[config.mk]
export PLATFORM = sky130hd
export DESIGN_NAME = free_fall_detector
export DESIGN_NICKNAME = d
export VERILOG_FILES = /design/src/rtl/core/ffd_pkg.sv /design/src/rtl/core/ffd_apb_regs.sv /design/src/rtl/core/ffd_detect.sv /design/src/rtl/core/free_fall_detector.sv
export SDC_FILE = /design/constraint.sdc
export NUM_CORES = 1
export LEC_CHECK = 0
export CORE_ASPECT_RATIO = 2
export CORE_MARGIN = 3
export CORE_UTILIZATION = 65
export CTS_CLUSTER_DIAMETER = 80
export CTS_CLUSTER_SIZE = 28
export DETAILED_ROUTE_END_ITERATION = 8
export DONT_BUFFER_PORTS = 1
export GPL_ROUTABILITY_DRIVEN = 0
export GPL_TIMING_DRIVEN = 1
export PLACE_DENSITY_LB_ADDON = 0.25
export REMOVE_ABC_BUFFERS = 1
export SETUP_SLACK_MARGIN = 0.02
export SLEW_MARGIN = 20
export SYNTH_ARGS = -nofsm -noshare
export SYNTH_HDL_FRONTEND = slang
export SYNTH_HIERARCHICAL = 1
export SYNTH_SLANG_ARGS = --single-unit
[constraint.sdc]
create_clock -name clk_i -period 22.8 [get_ports clk_i]
set_input_delay 0 -clock clk_i [delete_from_list [all_inputs] [get_ports clk_i]]
set_output_delay 0 -clock clk_i [all_outputs]
set_load 0.01 [all_outputs]
[src/rtl/core/ffd_pkg.sv]
// shared types and constants of the free-fall detector
`default_nettype none

package ffd_pkg;

  localparam int SAMPLE_WIDTH = 16;
  localparam int COUNT_WIDTH  = 32;
  localparam int CFG_WIDTH    = 15;
  localparam int MIN_WIDTH    = 16;
  localparam int FALL_WIDTH   = 16;
  localparam int OUT_WIDTH    = 32;
  localparam int CMP_WIDTH    = (SAMPLE_WIDTH > CFG_WIDTH) ? SAMPLE_WIDTH : CFG_WIDTH;
  localparam int APB_DATA_W   = 32;
  localparam int APB_ADDR_W   = 4;

  localparam logic signed [CFG_WIDTH-1:0] WINDOW_LOW_RST  = -15'sd1638;
  localparam logic signed [CFG_WIDTH-1:0] WINDOW_HIGH_RST = 15'sd1638;
  localparam logic [MIN_WIDTH-1:0]        MIN_RUN_RST     = 16'd60;

  typedef enum logic [1:0] {
    REG_WINDOW_LOW  = 2'd0,
    REG_WINDOW_HIGH = 2'd1,
    REG_MIN_RUN     = 2'd2
  } reg_idx_e;

  typedef struct packed {
    logic signed [CFG_WIDTH-1:0] window_low;
    logic signed [CFG_WIDTH-1:0] window_high;
    logic [MIN_WIDTH-1:0]        min_run;
  } cfg_t;

  typedef struct packed {
    logic signed [SAMPLE_WIDTH-1:0] x;
    logic signed [SAMPLE_WIDTH-1:0] y;
    logic signed [SAMPLE_WIDTH-1:0] z;
  } sample_t;

  typedef struct packed {
    logic [FALL_WIDTH-1:0] fall_index;
    logic [OUT_WIDTH-1:0]  run_length;
    logic [OUT_WIDTH-1:0]  start_sample;
    sample_t               echo;
  } record_t;

endpackage

`default_nettype wire

[src/rtl/core/ffd_apb_regs.sv]
// apb configuration registers: window bounds and minimum run length
`default_nettype none

module ffd_apb_regs (
  input  wire logic                          clk_i,
  input  wire logic                          rst_ni,
  input  wire logic                          psel,
  input  wire logic                          penable,
  input  wire logic                          pwrite,
  input  wire logic [ffd_pkg::APB_ADDR_W-1:0] paddr,
  input  wire logic [ffd_pkg::APB_DATA_W-1:0] pwdata,
  output logic      [ffd_pkg::APB_DATA_W-1:0] prdata,
  output logic                               pready,
  output ffd_pkg::cfg_t                      cfg_o
);

  ffd_pkg::cfg_t     cfg_q, cfg_d;
  ffd_pkg::reg_idx_e idx;
  logic              wr_en;

  assign idx    = ffd_pkg::reg_idx_e'(paddr[ffd_pkg::APB_ADDR_W-1:2]);
  assign pready = 1'b1;
  assign wr_en  = psel & penable & pwrite & pready;

  always_comb begin
    cfg_d = cfg_q;
    if (wr_en) begin
      case (idx)
        ffd_pkg::REG_WINDOW_LOW:  cfg_d.window_low  = pwdata[ffd_pkg::CFG_WIDTH-1:0];
        ffd_pkg::REG_WINDOW_HIGH: cfg_d.window_high = pwdata[ffd_pkg::CFG_WIDTH-1:0];
        ffd_pkg::REG_MIN_RUN:     cfg_d.min_run     = pwdata[ffd_pkg::MIN_WIDTH-1:0];
        default: ;
      endcase
    end
  end

  always_ff @(posedge clk_i or negedge rst_ni) begin
    if (!rst_ni) begin
      cfg_q.window_low  <= ffd_pkg::WINDOW_LOW_RST;
      cfg_q.window_high <= ffd_pkg::WINDOW_HIGH_RST;
      cfg_q.min_run     <= ffd_pkg::MIN_RUN_RST;
    end else begin
      cfg_q <= cfg_d;
    end
  end

  always_comb begin
    case (idx)
      ffd_pkg::REG_WINDOW_LOW:  prdata = ffd_pkg::APB_DATA_W'(cfg_q.window_low);
      ffd_pkg::REG_WINDOW_HIGH: prdata = ffd_pkg::APB_DATA_W'(cfg_q.window_high);
      ffd_pkg::REG_MIN_RUN:     prdata = ffd_pkg::APB_DATA_W'(cfg_q.min_run);
      default:                  prdata = '0;
    endcase
  end

  assign cfg_o = cfg_q;

endmodule

`default_nettype wire

[src/rtl/core/ffd_detect.sv]
// window test, run and sample counters, fall numbering and record build
`default_nettype none

module ffd_detect (
  input  wire logic             clk_i,
  input  wire logic             rst_ni,
  input  wire logic             step_i,
  input  wire ffd_pkg::sample_t sample_i,
  input  wire ffd_pkg::cfg_t    cfg_i,
  output logic                  flag_o,
  output ffd_pkg::record_t      record_o
);

  localparam logic [ffd_pkg::COUNT_WIDTH-1:0] CountMax = '1;
  localparam logic [ffd_pkg::FALL_WIDTH-1:0]  FallMax  = '1;

  logic [ffd_pkg::COUNT_WIDTH-1:0] elapsed_q, elapsed_d;
  logic [ffd_pkg::COUNT_WIDTH-1:0] run_q, run_d;
  logic [ffd_pkg::FALL_WIDTH-1:0]  fall_q, fall_d;
  logic                            prev_flag_q;
  logic [ffd_pkg::COUNT_WIDTH-1:0] start;

  logic signed [ffd_pkg::CMP_WIDTH-1:0] lo, hi, ax, ay, az;
  logic                                 in_win;

  assign lo = ffd_pkg::CMP_WIDTH'(cfg_i.window_low);
  assign hi = ffd_pkg::CMP_WIDTH'(cfg_i.window_high);
  assign ax = ffd_pkg::CMP_WIDTH'(sample_i.x);
  assign ay = ffd_pkg::CMP_WIDTH'(sample_i.y);
  assign az = ffd_pkg::CMP_WIDTH'(sample_i.z);

  assign in_win = (ax >= lo) && (ax <= hi) && (ay >= lo) && (ay <= hi) &&
                  (az >= lo) && (az <= hi);

  always_comb begin
    elapsed_d = (elapsed_q == CountMax) ? elapsed_q : elapsed_q + 1'b1;
    if (!in_win) begin
      run_d = '0;
    end else begin
      run_d = (run_q == CountMax) ? run_q : run_q + 1'b1;
    end
    // zero minimum behaves like one since an in-window run is at least one
    flag_o = in_win && (run_d >= ffd_pkg::COUNT_WIDTH'(cfg_i.min_run));
    fall_d = fall_q;
    if (flag_o && !prev_flag_q && (fall_q != FallMax)) begin
      fall_d = fall_q + 1'b1;
    end
    start = (elapsed_d >= run_d) ? elapsed_d - run_d : '0;
  end

  always_ff @(posedge clk_i or negedge rst_ni) begin
    if (!rst_ni) begin
      elapsed_q   <= '0;
      run_q       <= '0;
      fall_q      <= '0;
      prev_flag_q <= 1'b0;
    end else if (step_i) begin
      elapsed_q   <= elapsed_d;
      run_q       <= run_d;
      fall_q      <= fall_d;
      prev_flag_q <= flag_o;
    end
  end

  assign record_o.fall_index   = fall_d;
  assign record_o.run_length   = ffd_pkg::OUT_WIDTH'(run_d);
  assign record_o.start_sample = ffd_pkg::OUT_WIDTH'(start);
  assign record_o.echo         = sample_i;

endmodule

`default_nettype wire

[src/rtl/core/free_fall_detector.sv]
// Free-fall detector top level
//
// Input channel: one three-axis sample (accel_x/y/z, signed Q1.14) per request,
// taken when in_valid_i is high and in_stall_o is low.
// Output channel: one record per flagged sample (fall number, run length,
// start sample, echoed axes), taken when out_valid_o is high and out_stall_i
// is low. Samples that are not flagged produce no record.
// Configuration: APB registers window_low (0x0), window_high (0x4) and
// min_run_samples (0x8); write them only while the block is idle.
// Path: an accepted sample is evaluated from the input register once the
// output register is free, and a flagged sample's record lands there.
// Throughput: one sample per cycle while the output register is free,
// limited by the single evaluation stage between the input and output registers.
// Stall: while the output register holds an untaken record, the input
// register keeps its sample and in_stall_o rises once that register is full.
// Reset clears all counters and valid flags and loads default window and min_run.
`default_nettype none

module free_fall_detector (
  input  wire logic                                 clk_i,
  input  wire logic                                 rst_ni,
  input  wire logic                                 in_valid_i,
  output logic                                      in_stall_o,
  input  wire logic signed [ffd_pkg::SAMPLE_WIDTH-1:0] accel_x_i,
  input  wire logic signed [ffd_pkg::SAMPLE_WIDTH-1:0] accel_y_i,
  input  wire logic signed [ffd_pkg::SAMPLE_WIDTH-1:0] accel_z_i,
  output logic                                      out_valid_o,
  input  wire logic                                 out_stall_i,
  output logic [ffd_pkg::FALL_WIDTH-1:0]            fall_index_o,
  output logic [ffd_pkg::OUT_WIDTH-1:0]             run_length_o,
  output logic [ffd_pkg::OUT_WIDTH-1:0]             start_sample_o,
  output logic signed [ffd_pkg::SAMPLE_WIDTH-1:0]   echo_x_o,
  output logic signed [ffd_pkg::SAMPLE_WIDTH-1:0]   echo_y_o,
  output logic signed [ffd_pkg::SAMPLE_WIDTH-1:0]   echo_z_o,
  input  wire logic                                 psel,
  input  wire logic                                 penable,
  input  wire logic                                 pwrite,
  input  wire logic [ffd_pkg::APB_ADDR_W-1:0]       paddr,
  input  wire logic [ffd_pkg::APB_DATA_W-1:0]       pwdata,
  output logic      [ffd_pkg::APB_DATA_W-1:0]       prdata,
  output logic                                      pready
);

  ffd_pkg::cfg_t    cfg;
  ffd_pkg::sample_t in_q;
  ffd_pkg::record_t rec, out_q;
  logic             in_valid_q;
  logic             out_valid_q;
  logic             out_free;
  logic             step;
  logic             flag;
  logic             in_take;

  ffd_apb_regs u_regs (
    .clk_i   (clk_i),
    .rst_ni  (rst_ni),
    .psel    (psel),
    .penable (penable),
    .pwrite  (pwrite),
    .paddr   (paddr),
    .pwdata  (pwdata),
    .prdata  (prdata),
    .pready  (pready),
    .cfg_o   (cfg)
  );

  ffd_detect u_detect (
    .clk_i    (clk_i),
    .rst_ni   (rst_ni),
    .step_i   (step),
    .sample_i (in_q),
    .cfg_i    (cfg),
    .flag_o   (flag),
    .record_o (rec)
  );

  // output register is free when empty or being drained this cycle
  assign out_free   = !out_valid_q || !out_stall_i;
  assign step       = in_valid_q && out_free;
  assign in_stall_o = in_valid_q && !out_free;
  assign in_take    = in_valid_i && !in_stall_o;

  always_ff @(posedge clk_i or negedge rst_ni) begin
    if (!rst_ni) begin
      in_valid_q <= 1'b0;
    end else if (in_take) begin
      in_valid_q <= 1'b1;
    end else if (step) begin
      in_valid_q <= 1'b0;
    end
  end

  always_ff @(posedge clk_i) begin
    if (in_take) begin
      in_q.x <= accel_x_i;
      in_q.y <= accel_y_i;
      in_q.z <= accel_z_i;
    end
  end

  always_ff @(posedge clk_i or negedge rst_ni) begin
    if (!rst_ni) begin
      out_valid_q <= 1'b0;
    end else if (out_free) begin
      out_valid_q <= step && flag;
    end
  end

  always_ff @(posedge clk_i) begin
    if (step && flag) begin
      out_q <= rec;
    end
  end

  assign out_valid_o    = out_valid_q;
  assign fall_index_o   = out_q.fall_index;
  assign run_length_o   = out_q.run_length;
  assign start_sample_o = out_q.start_sample;
  assign echo_x_o       = out_q.echo.x;
  assign echo_y_o       = out_q.echo.y;
  assign echo_z_o       = out_q.echo.z;

endmodule

`default_nettype wire

==> flow_metrics.env, run 1 <==
export IMPL_syn_area_um2=17700
export IMPL_n_fill_cell=1819
export IMPL_crit_required_ns=23.14
export IMPL_finalSetupTns_ns=0
export IMPL_crit_chain="inv_1 -> ha_1 -> nand4_1 -> nor4_1 -> o21ai_0 -> o41ai_1 -> o2111a_1 -> nand4_1 -> buf_4 -> nor2_1 -> inv_1 -> ha_1 -> and4_1 -> o311ai_0 -> a2111oi_0 -> o21ai_0 -> a31o_2 -> a21oi_1 -> nand2b_1 -> a21oi_2 -> buf_4 -> nor3_1"
export IMPL_grt_pass1_wl_mm=66.3
export IMPL_start_util=0.666
export IMPL_die_area_um2=29400
export IMPL_hp_class="primary input to flip-flop"
export IMPL_synth_edf_count=176
export IMPL_drt_iter0_markers=722
export IMPL_multi_input_comb_area_um2=8130
export IMPL_dieHeight_um=239
export IMPL_start_kind="flip-flop"
export IMPL_slowest_stage="a2111oi_0"
export IMPL_clock_sinks=305
export IMPL_cts_resized=0
export IMPL_hpwl_mm=31.3
export IMPL_worst_path_max_fanout=38
export IMPL_finClkSkew_ns=0.0222
export IMPL_wire_per_inst_um=21.8
export IMPL_fin_util=0.705
export IMPL_area_growth_pct=5.79
export IMPL_nets=1827
export IMPL_arrival_ns=7.84
export IMPL_grt_pass1_vias=12562
export IMPL_cts_buffer_depth=3
export IMPL_synth_seq_cells=305
export IMPL_cts_buffers_inserted=14
export IMPL_holdPathStages=1
export IMPL_antenna_found_initial=1
export IMPL_ant_nets=0
export IMPL_min_from="in_valid_i"
export IMPL_synth_ff_type="edfxtp_1"
export IMPL_clock_latency_ns=0.51
export IMPL_slowest_delay_ns=0.98
export IMPL_num_io_pins=254
export IMPL_fmax_mhz=133
export IMPL_worst_pin_slew_ns=1.05
export IMPL_setup_viol=0
export IMPL_maxSlewHeadroom=0.289
export IMPL_num_vias=12034
export IMPL_p_leak_nw=7.64
export IMPL_r2r_end="start_sample_o[12]"
export IMPL_ys_seq_area_frac=0.482
export IMPL_grt_overflow=0
export IMPL_cp_end_kind="flip-flop"
export IMPL_synth_area_leaders="edfxtp_1 30%, dfrtp_1 16%, ha_1 10%, xnor2_1 4.5%, mux2_2 4.1%"
export IMPL_path_clk_slew_ns=0.11
export IMPL_die_w_um=123
export IMPL_worst_slack_ns=15.30
export IMPL_synth_warnings=6
export IMPL_vias_per_cell=6.20
export IMPL_min_period_ns=7.50
export IMPL_run_status="finished clean"
export IMPL_yosys_area_top_type="edfxtp_1"
export IMPL_grt_max_degree=130
export IMPL_layout_drive_gt1_share=0.0984
export IMPL_core_area_um2=26600
export IMPL_cts_tree="yes"
export IMPL_seq_area_um2=8540
export IMPL_worstRegToRegCells=22
export IMPL_period_share=0.329
export IMPL_worstReg2RegStart="u_regs/cfg_o[30]"
export IMPL_cts_root_buf="clkbuf_16"
export IMPL_drc=0
export IMPL_rsz0062_at_grt="no"
export IMPL_path_class="flip-flop to flip-flop"
export IMPL_port_buffers=0
export IMPL_synth_cell_types=78
export IMPL_synth_top_area_frac=0.298
export IMPL_synthArstFlopShare=0.423
export IMPL_drt_total_wl_mm=42.3
export IMPL_syn_avg_cell_area_um2=11.1
export IMPL_hold_viol_final=0
export IMPL_post_cts_buffers=0
export IMPL_firstDrtPassIters=5
export IMPL_syn_inst=1597
export IMPL_dp_slack_ns=15.81
export IMPL_rows=84
export IMPL_htreeDepth=1
export IMPL_gr_usage_all_layers=0.291
export IMPL_holdPathEnd="in_q[47]"
export IMPL_rrSetupSlack_ns=15.30
export IMPL_maxCapViolations=0
export IMPL_drv_slew=0
export IMPL_powerDensity_nw_per_um2=83.4
export IMPL_vdd_drop_max_mv=0.0955
-- cells in the final DEF, fill, tap and decap left out, types with 9 or more instances in the layout --
cell and count:
a21o_1 23, edfxtp_1 176, dlygate4sd3_1 70, mux2i_1 22
dfstp_2 19, inv_1 102, mux2_4 11, nor3_1 20
o21ai_0 46, dfrtp_1 110, nand4_1 44, mux2_2 65
nand2b_1 11, xnor2_1 90, nor2_1 113, ha_1 147
or2_2 11, and3_1 25, and4_1 11, o31ai_1 9
clkbuf_16 15, nand2_1 109, a21oi_1 58, buf_4 12
nand3_1 66, nor2b_1 19, xor2_1 57
-- layout make-up --
type	count	area share
Tap cell	344	0.0230
Clock buffer	23	0.0222
Multi-Input combinational cell	1082	0.434
Antenna cell	1	0.000134
Sequential cell	305	0.456
Clock inverter	1	0.000935
Inverter	102	0.0204
Timing Repair Buffer	83	0.0437
-- flip-flops by register name, summed over array words and instances, names as in the netlist --
name                  count
echo_x_o                 16
echo_y_o                 16
echo_z_o                 16
fall_index_o             16
in_q                     48
in_valid_q                1
out_valid_o               1
run_length_o             32
start_sample_o           32
u_detect/elapsed_q       32
u_detect/fall_q          16
u_detect/prev_flag_q      1
u_detect/run_q           32
u_regs/cfg_o             46
-- Yosys cell counts, types with 9 or more instances --
cell type / number
xnor2_1: 90
mux2i_1: 22
ha_1: 147
nor2_1: 113
inv_1: 102
and3_1: 25
xor2_1: 57
nand4_1: 44
buf_2: 10
dfrtp_1: 110
nand3_1: 66
o31ai_1: 9
buf_4: 66
dfstp_2: 19
nor3_1: 20
nor2b_1: 20
mux2_4: 11
nand2b_1: 11
a21o_1: 23
o21ai_0: 46
edfxtp_1: 176
or2_2: 11
a21oi_1: 60
mux2_2: 65
nand2_1: 109
and4_1: 11
clkbuf_1: 24
and2_1: 10
-- power breakdown --
group          switching [mW]  leakage, nW  internal [mW]
clock network           0.166        0.213          0.133
logic                   0.328         4.22          0.250
registers              0.0329         3.21          0.653
-- worst max-delay path: cells and delay by family, from the launching register on --
family | cells | cell delay (ns)
adder cells (fa/ha/maj) | 2 | 0.75
flip-flops | 1 | 0.39
AO/OA/AOI/OAI | 9 | 2.99
AND/OR/NAND/NOR | 7 | 2.36
buffers and inverters | 4 | 0.78
-- kinds of logic after synthesis --
logic type	count (synthesis)	share of synthesized area
simple gates	473	0.135
xor+xnor	147	0.0727
fa+ha+maj	148	0.105
buf+inv	210	0.0600
mux	102	0.0656
flops	305	0.482
compound gates	211	0.0794
other cells	1	0.000212
-- how the worst max path moves through the flow --
stage,cells past startpoint,to,from
global placement,22,start_sample_o[29],u_regs/cfg_o[30]
CTS,22,start_sample_o[12],u_regs/cfg_o[30]
global route,21,run_length_o[3],u_regs/cfg_o[30]
detailed placement,22,start_sample_o[12],u_regs/cfg_o[30]
floorplan,19,echo_x_o[0],u_regs/cfg_o[25]
finish,22,start_sample_o[12],u_regs/cfg_o[30]
-- metal layers --
layer,global-route usage,wire (µm),vias to the layer above
li1,-,-,5649
met1,0.285,13900,5795
met2,0.551,23200,442
met3,0.0466,2010,148
met4,0.180,3200,0
met5,0,0,-
-- stage by stage --
| step | cells | hold slack, ns | instance area, µm² | power [mW] |
|---|---|---|---|---|
| 4_1_cts | 1940 | 0.0787 | 18700 | 1.56 |
| 3_5_place_dp | 1845 | -0.292 | 17600 | 1.25 |
| 2_1_floorplan | 1489 | -0.296 | 17000 | 1.11 |
| 6_report | 1941 | 0.0283 | 18700 | 1.56 |
| 3_3_place_gp | 1845 | -0.292 | 17600 | 1.22 |
| 5_1_grt | 1941 | 0.0413 | 18700 | 1.66 |
-- what timing repair did --
action	4_1_cts	5_1_grt
hold endpoints to repair	231	0
setup endpoints to repair	0	0
hold buffers	71	0
No activity file was read; power rests on OpenSTA's default activity.
==> run 2, diff against run 1 <==
==> constraint.sdc (replaced) <==
create_clock -name clk_i -period 7.63 [get_ports clk_i]
set_input_delay 0 -clock clk_i [delete_from_list [all_inputs] [get_ports clk_i]]
set_output_delay 0 -clock clk_i [all_outputs]
set_load 0.01 [all_outputs]
==> run 2 against run 1 <==
  * Utilization increased by 0.50 points
  * Critical path depth is the same
  * Clock-buffer cell count unchanged
  * Critical endpoint unchanged
  * Routed wire length increased by 0.76%
  * Combinational power grew to 3.0 times the previous value
  * Cell count increased by 0.77%
  * Global-route usage grew 0.13 points
  * Die area stayed put
  * Register-to-register slack lost 15 ns
  * Clock power grew to 2.9 times the previous value
  * Largest cell class unchanged
==> flow_metrics.env, run 2 (synthesis gave the netlist of run 1 again) <==
export IMPL_cts_root_buf="clkbuf_16"
export IMPL_cts_tree="yes"
export IMPL_maxCapViolations=0
export IMPL_die_area_um2=29400
export IMPL_start_kind="flip-flop"
export IMPL_worst_pin_slew_ns=1.09
export IMPL_run_status="finished clean"
export IMPL_period_share=0.902
export IMPL_rsz0062_at_grt="no"
export IMPL_cp_end_kind="flip-flop"
export IMPL_fin_util=0.710
export IMPL_drt_iter0_markers=586
export IMPL_post_cts_buffers=0
export IMPL_grt_pass1_vias=12607
export IMPL_maxSlewHeadroom=0.254
export IMPL_wire_per_inst_um=21.8
export IMPL_start_util=0.666
export IMPL_p_leak_nw=7.72
export IMPL_drc=0
export IMPL_nets=1843
export IMPL_final_common_cell="edfxtp_1"
export IMPL_hold_viol_final=0
export IMPL_worst_path_max_fanout=31
export IMPL_htreeDepth=1
export IMPL_powerDensity_nw_per_um2=246
export IMPL_worst_slack_ns=0.747
export IMPL_setup_viol=0
export IMPL_firstDrtPassIters=6
export IMPL_die_w_um=123
export IMPL_vdd_drop_max_mv=0.266
export IMPL_antenna_found_initial=0
export IMPL_grt_overflow=0
export IMPL_largest_reg_flops=48
export IMPL_hpwl_mm=31.8
export IMPL_area_growth_pct=6.54
export IMPL_fin_cells=1956
export IMPL_cts_buffers_inserted=14
export IMPL_top_register="in_q"
export IMPL_rows=84
export IMPL_gr_usage_all_layers=0.292
export IMPL_path_clk_slew_ns=0.11
export IMPL_cts_buffer_depth=3
export IMPL_num_io_pins=254
export IMPL_most_common_layout_cells="176 x edfxtp_1, 147 x ha_1, 113 x nor2_1"
export IMPL_vias_per_cell=6.20
export IMPL_antennaDiodeCount=0
export IMPL_grt_max_degree=130
export IMPL_clock_sinks=305
export IMPL_num_vias=12118
export IMPL_port_buffers=0
export IMPL_n_fill_cell=1901
export IMPL_drv_slew=0
export IMPL_layout_drive_gt1_share=0.106
export IMPL_arrival_ns=7.23
export IMPL_dp_slack_ns=0.890
export IMPL_drt_total_wl_mm=42.6
export IMPL_dieHeight_um=239
export IMPL_clock_latency_ns=0.52
export IMPL_grt_pass1_wl_mm=66.4
export IMPL_ant_nets=0
export IMPL_min_period_ns=6.88
export IMPL_path_class="flip-flop to flip-flop"
export IMPL_hp_class="primary input to async pin"
export IMPL_core_area_um2=26600
export IMPL_crit_required_ns=7.97
export IMPL_fmax_mhz=145
export IMPL_place_inst=1859
export IMPL_power_mw=4.65
export IMPL_finClkSkew_ns=0.0271
-- run 2: cell types whose count changed in the layout (fill, tap and decap cells not counted) --
cell	change
buf_4	+12
buf_12	+3
and2_2	+1
and2_4	-1
bufinv_8	-1
clkbuf_1	+1
clkbuf_8	-1
clkinv_2	+1
diode_2	-1
dlygate4sd3_1	+1
-- run 2: where the power goes --
part | internal, mW | switching, mW
Combinational | 0.753 | 0.979
Sequential | 1.95 | 0.0992
Clock | 0.372 | 0.497
-- run 2: worst paths after layout --
path / start / to / slack [ns] / cells after the start
worst min-delay path: rst_ni / u_detect/run_q[31] / 0.03 / 2
worst max register to register: u_regs/cfg_o[45] / start_sample_o[12] / 0.75 / 22
min in group clk_i: paddr[2] / u_regs/cfg_o[23] / 0.10 / 3
worst max-delay path: u_regs/cfg_o[45] / start_sample_o[12] / 0.75 / 22
worst min register to register: in_q[16] / echo_y_o[0] / 0.48 / 0
max in group asynchronous: rst_ni / u_detect/elapsed_q[25] / 6.96 / 2
-- run 2: cell type report --
type                            count  area [µm²]  share of cell area
Sequential cell                   305        8540               0.452
Clock buffer                       23         405              0.0215
Clock inverter                      1        5.00            0.000265
Tap cell                          344         430              0.0228
Inverter                          102         383              0.0203
Multi-Input combinational cell   1082        8130               0.431
Timing Repair Buffer               99         978              0.0518
-- run 2: repair_timing --
item,CTS,global route
hold buffers,71,1
resized for setup,0,0
hold endpoints to repair,322,15
-- run 2: per-layer routing --
metal,track usage,share of wire,up-vias
met3,0.0416,0.043,154
met1,0.287,0.33,5841
met5,0,0,-
met2,0.552,0.55,447
met4,0.190,0.074,0
li1,-,-,5676
-- run 2: per-stage QoR --
| stage | instance area (µm²) | hold WS, ns | setup TNS (ns) |
|---|---|---|---|
| final | 18900 | 0.0254 | 0 |
| after global routing | 18900 | 0.0934 | 0 |
| after CTS | 18800 | 0.0687 | 0 |
| after detailed placement | 17700 | -0.293 | 0 |
| after global placement | 17700 | -0.293 | 0 |
| after floorplan | 17000 | -0.296 | -481.65 |
-- run 2: critical path, cell delays in order (launching register included) --
cell and delay, ns:
dfstp_2 0.56, inv_1 0.14, ha_1 0.35, nand4_1 0.23, nor4_1 0.53, o22ai_1 0.18
o211ai_1 0.13, o2111a_1 0.22, nand4_1 0.39, buf_4 0.35, or2_2 0.32, ha_1 0.36
and4_1 0.33, o311ai_0 0.35, a2111oi_0 0.77, buf_4 0.23, o21ai_0 0.13, a31o_2 0.25
a21oi_1 0.20, nand2b_1 0.15, a21oi_2 0.06, buf_4 0.22, nor3_1 0.22
==> run 3, diff against run 2 <==
--- a/config.mk
+++ b/config.mk
@@ -5,9 +5,11 @@
 export SDC_FILE = /design/constraint.sdc
 export NUM_CORES = 1
 export LEC_CHECK = 0
+export ABC_AREA = 1
 export CORE_ASPECT_RATIO = 2
 export CORE_MARGIN = 3
 export CORE_UTILIZATION = 65
+export CTS_BUF_LIST = sky130_fd_sc_hd__clkbuf_8
 export CTS_CLUSTER_DIAMETER = 80
 export CTS_CLUSTER_SIZE = 28
 export DETAILED_ROUTE_END_ITERATION = 8
==> run 3 against run 2 <==
  * Critical endpoint is now start_sample_o[31]
  * Largest cell class unchanged
  * Clock-buffer cell count decreased by 8
  * Fmax increased by 4.3%
  * Design area increased by 4.2%
  * Global-route usage increased by 4.4 points
==> flow_metrics.env, run 3 <==
export IMPL_largest_reg_flops=48
export IMPL_synth_seq_cells=305
export IMPL_ys_seq_area_frac=0.463
export IMPL_drt_total_wl_mm=52.3
export IMPL_start_kind="flip-flop"
export IMPL_layout_drive_gt1_share=0.0482
export IMPL_grtUsageMet1=0.333
export IMPL_grt_pass1_vias=15634
export IMPL_power_mw=4.16
export IMPL_final_common_cell="nand2_1"
export IMPL_path_class="flip-flop to flip-flop"
export IMPL_crit_required_ns=7.98
export IMPL_synth_ff_type="edfxtp_1"
export IMPL_cts_resized=0
export IMPL_die_w_um=125
export IMPL_syn_area_um2=18400
export IMPL_yosys_area_top_type="edfxtp_1"
export IMPL_min_period_ns=6.60
export IMPL_gr_usage_all_layers=0.336
export IMPL_port_buffers=0
export IMPL_hold_worst_slack_ns=0.0101
export IMPL_num_io_pins=254
export IMPL_synth_warnings=6
export IMPL_firstDrtPassIters=6
export IMPL_cts_tree="yes"
export IMPL_crit_top_cell="nand2_1"
export IMPL_worst_pin_slew_ns=1.12
export IMPL_dieHeight_um=244
export IMPL_die_area_um2=30600
export IMPL_clock_latency_ns=0.60
export IMPL_period_share=0.865
export IMPL_fmax_mhz=152
export IMPL_rsz0062_at_grt="no"
export IMPL_most_common_layout_cells="695 x nand2_1, 267 x inv_1, 176 x edfxtp_1"
export IMPL_vdd_drop_max_mv=0.181
export IMPL_htreeDepth=1
export IMPL_top_register="in_q"
export IMPL_cts_root_buf="clkbuf_8"
export IMPL_synth_top_area_frac=0.287
export IMPL_arrival_ns=6.95
export IMPL_yosysMostFrequentCell="nand2_1"
export IMPL_num_vias=15320
export IMPL_hpwl_mm=38.1
export IMPL_dp_slack_ns=1.35
export IMPL_hp_class="primary input to async pin"
export IMPL_setup_viol=0
export IMPL_drt_iter0_markers=1198
export IMPL_worst_slack_ns=1.03
export IMPL_synth_area_leaders="edfxtp_1 29%, dfrtp_1 15%, nand2_1 14%, ha_1 10%, inv_1 5.3%"
export IMPL_place_inst=2440
export IMPL_finClkSkew_ns=0.0321
export IMPL_synthTopCellsByCount="696 x nand2_1, 262 x inv_1, 176 x edfxtp_1"
export IMPL_p_leak_nw=9.06
export IMPL_syn_inst=2174
export IMPL_cts_buffers_inserted=14
export IMPL_cp_end_kind="flip-flop"
export IMPL_synth_cell_types=52
export IMPL_path_clk_slew_ns=0.18
export IMPL_grt_pass1_wl_mm=81.3
export IMPL_maxCapViolations=0
export IMPL_synth_edf_count=176
export IMPL_grt_max_degree=130
export IMPL_drc=0
export IMPL_clock_sinks=305
export IMPL_nets=2452
export IMPL_antenna_found_initial=2
export IMPL_synthArstFlopShare=0.423
export IMPL_rows=86
export IMPL_finalSetupTns_ns=0
export IMPL_ant_nets=0
export IMPL_grtUsageMet2=0.632
export IMPL_hold_viol_final=0
export IMPL_grt_overflow=0
export IMPL_cts_buffer_depth=3
export IMPL_slowest_stage="dfstp_2"
export IMPL_powerDensity_nw_per_um2=212
export IMPL_start_util=0.664
export IMPL_drv_slew=0
export IMPL_worst_path_max_fanout=21
export IMPL_core_area_um2=27800
export IMPL_vias_per_cell=5.95
export IMPL_fin_cells=2575
export IMPL_run_status="finished clean"
export IMPL_grt_use_met3=0.0422
export IMPL_area_growth_pct=6.63
export IMPL_maxSlewHeadroom=0.256
export IMPL_slowest_delay_ns=0.58
export IMPL_syn_avg_cell_area_um2=8.48
export IMPL_grt_busiest_layer="met2"
export IMPL_wire_per_inst_um=20.3
run 3: path summary, 6_finish.rpt:
check                                       from            endpoint  cells past startpoint  slack (ns)
max in group asynchronous                 rst_ni         out_valid_o                      2        7.04
worst max register to register  u_regs/cfg_o[42]  start_sample_o[31]                     31        1.03
worst min-delay path                      rst_ni  u_detect/run_q[27]                      2        0.01
worst max-delay path            u_regs/cfg_o[42]  start_sample_o[31]                     31        1.03
min in group clk_i                  accel_y_i[3]            in_q[19]                      1        0.02
worst min register to register          in_q[16]         echo_y_o[0]                      0        0.48
run 3: cell type report:
cell class,instances,area [µm²]
flip-flops and latches,305,8540
multi-input cells,1502,8220
fillers,2081,8100
repair buffers,122,1210
inverters,268,1010
well taps,352,440
clock buffers,15,206
clock inverters,9,35.0
diodes,2,5.00
run 3: where the power goes:
group          internal (mW)  switching, mW  total (mW)
sequential              1.90         0.0921        1.99
clock                  0.187          0.499       0.686
combinational          0.527          0.956        1.48
total                   2.61           1.55        4.16
run 3: stage by stage:
step | util | cell area, µm²
after detailed placement | 0.660 | 18300
after floorplan | - | 17800
final | 0.708 | 19700
after global placement | 0.660 | 18300
after CTS | 0.706 | 19600
after global routing | 0.708 | 19700
run 3: routing by layer:
metal	share of wire	wire, µm
met5	0	0
met4	0.093	4850
met3	0.060	3120
met2	0.53	27700
met1	0.32	16600
run 3: logic make-up after synthesis:
kind of cell,after synthesis,synth area share
other,1,0.000203
flip-flops,305,0.463
buffers and inverters,367,0.0917
AND/OR/NAND/NOR,1053,0.243
AO/OA/AOI/OAI,228,0.0674
adder cells (fa/ha/maj),148,0.101
XOR/XNOR,72,0.0342
run 3: what timing repair did:
action,in CTS,in global routing
buffers inserted,0,0
setup endpoints to repair,0,0
hold buffers,104,5
endpoints found under the hold margin,225,5
run 3: worst max-delay path: cells and delay by family, from the launching register on:
kind,cells,cell delay [ns]
compound gates,7,1.04
fa+ha+maj,2,0.69
buf+inv,6,0.90
flops,1,0.58
simple gates,16,3.18
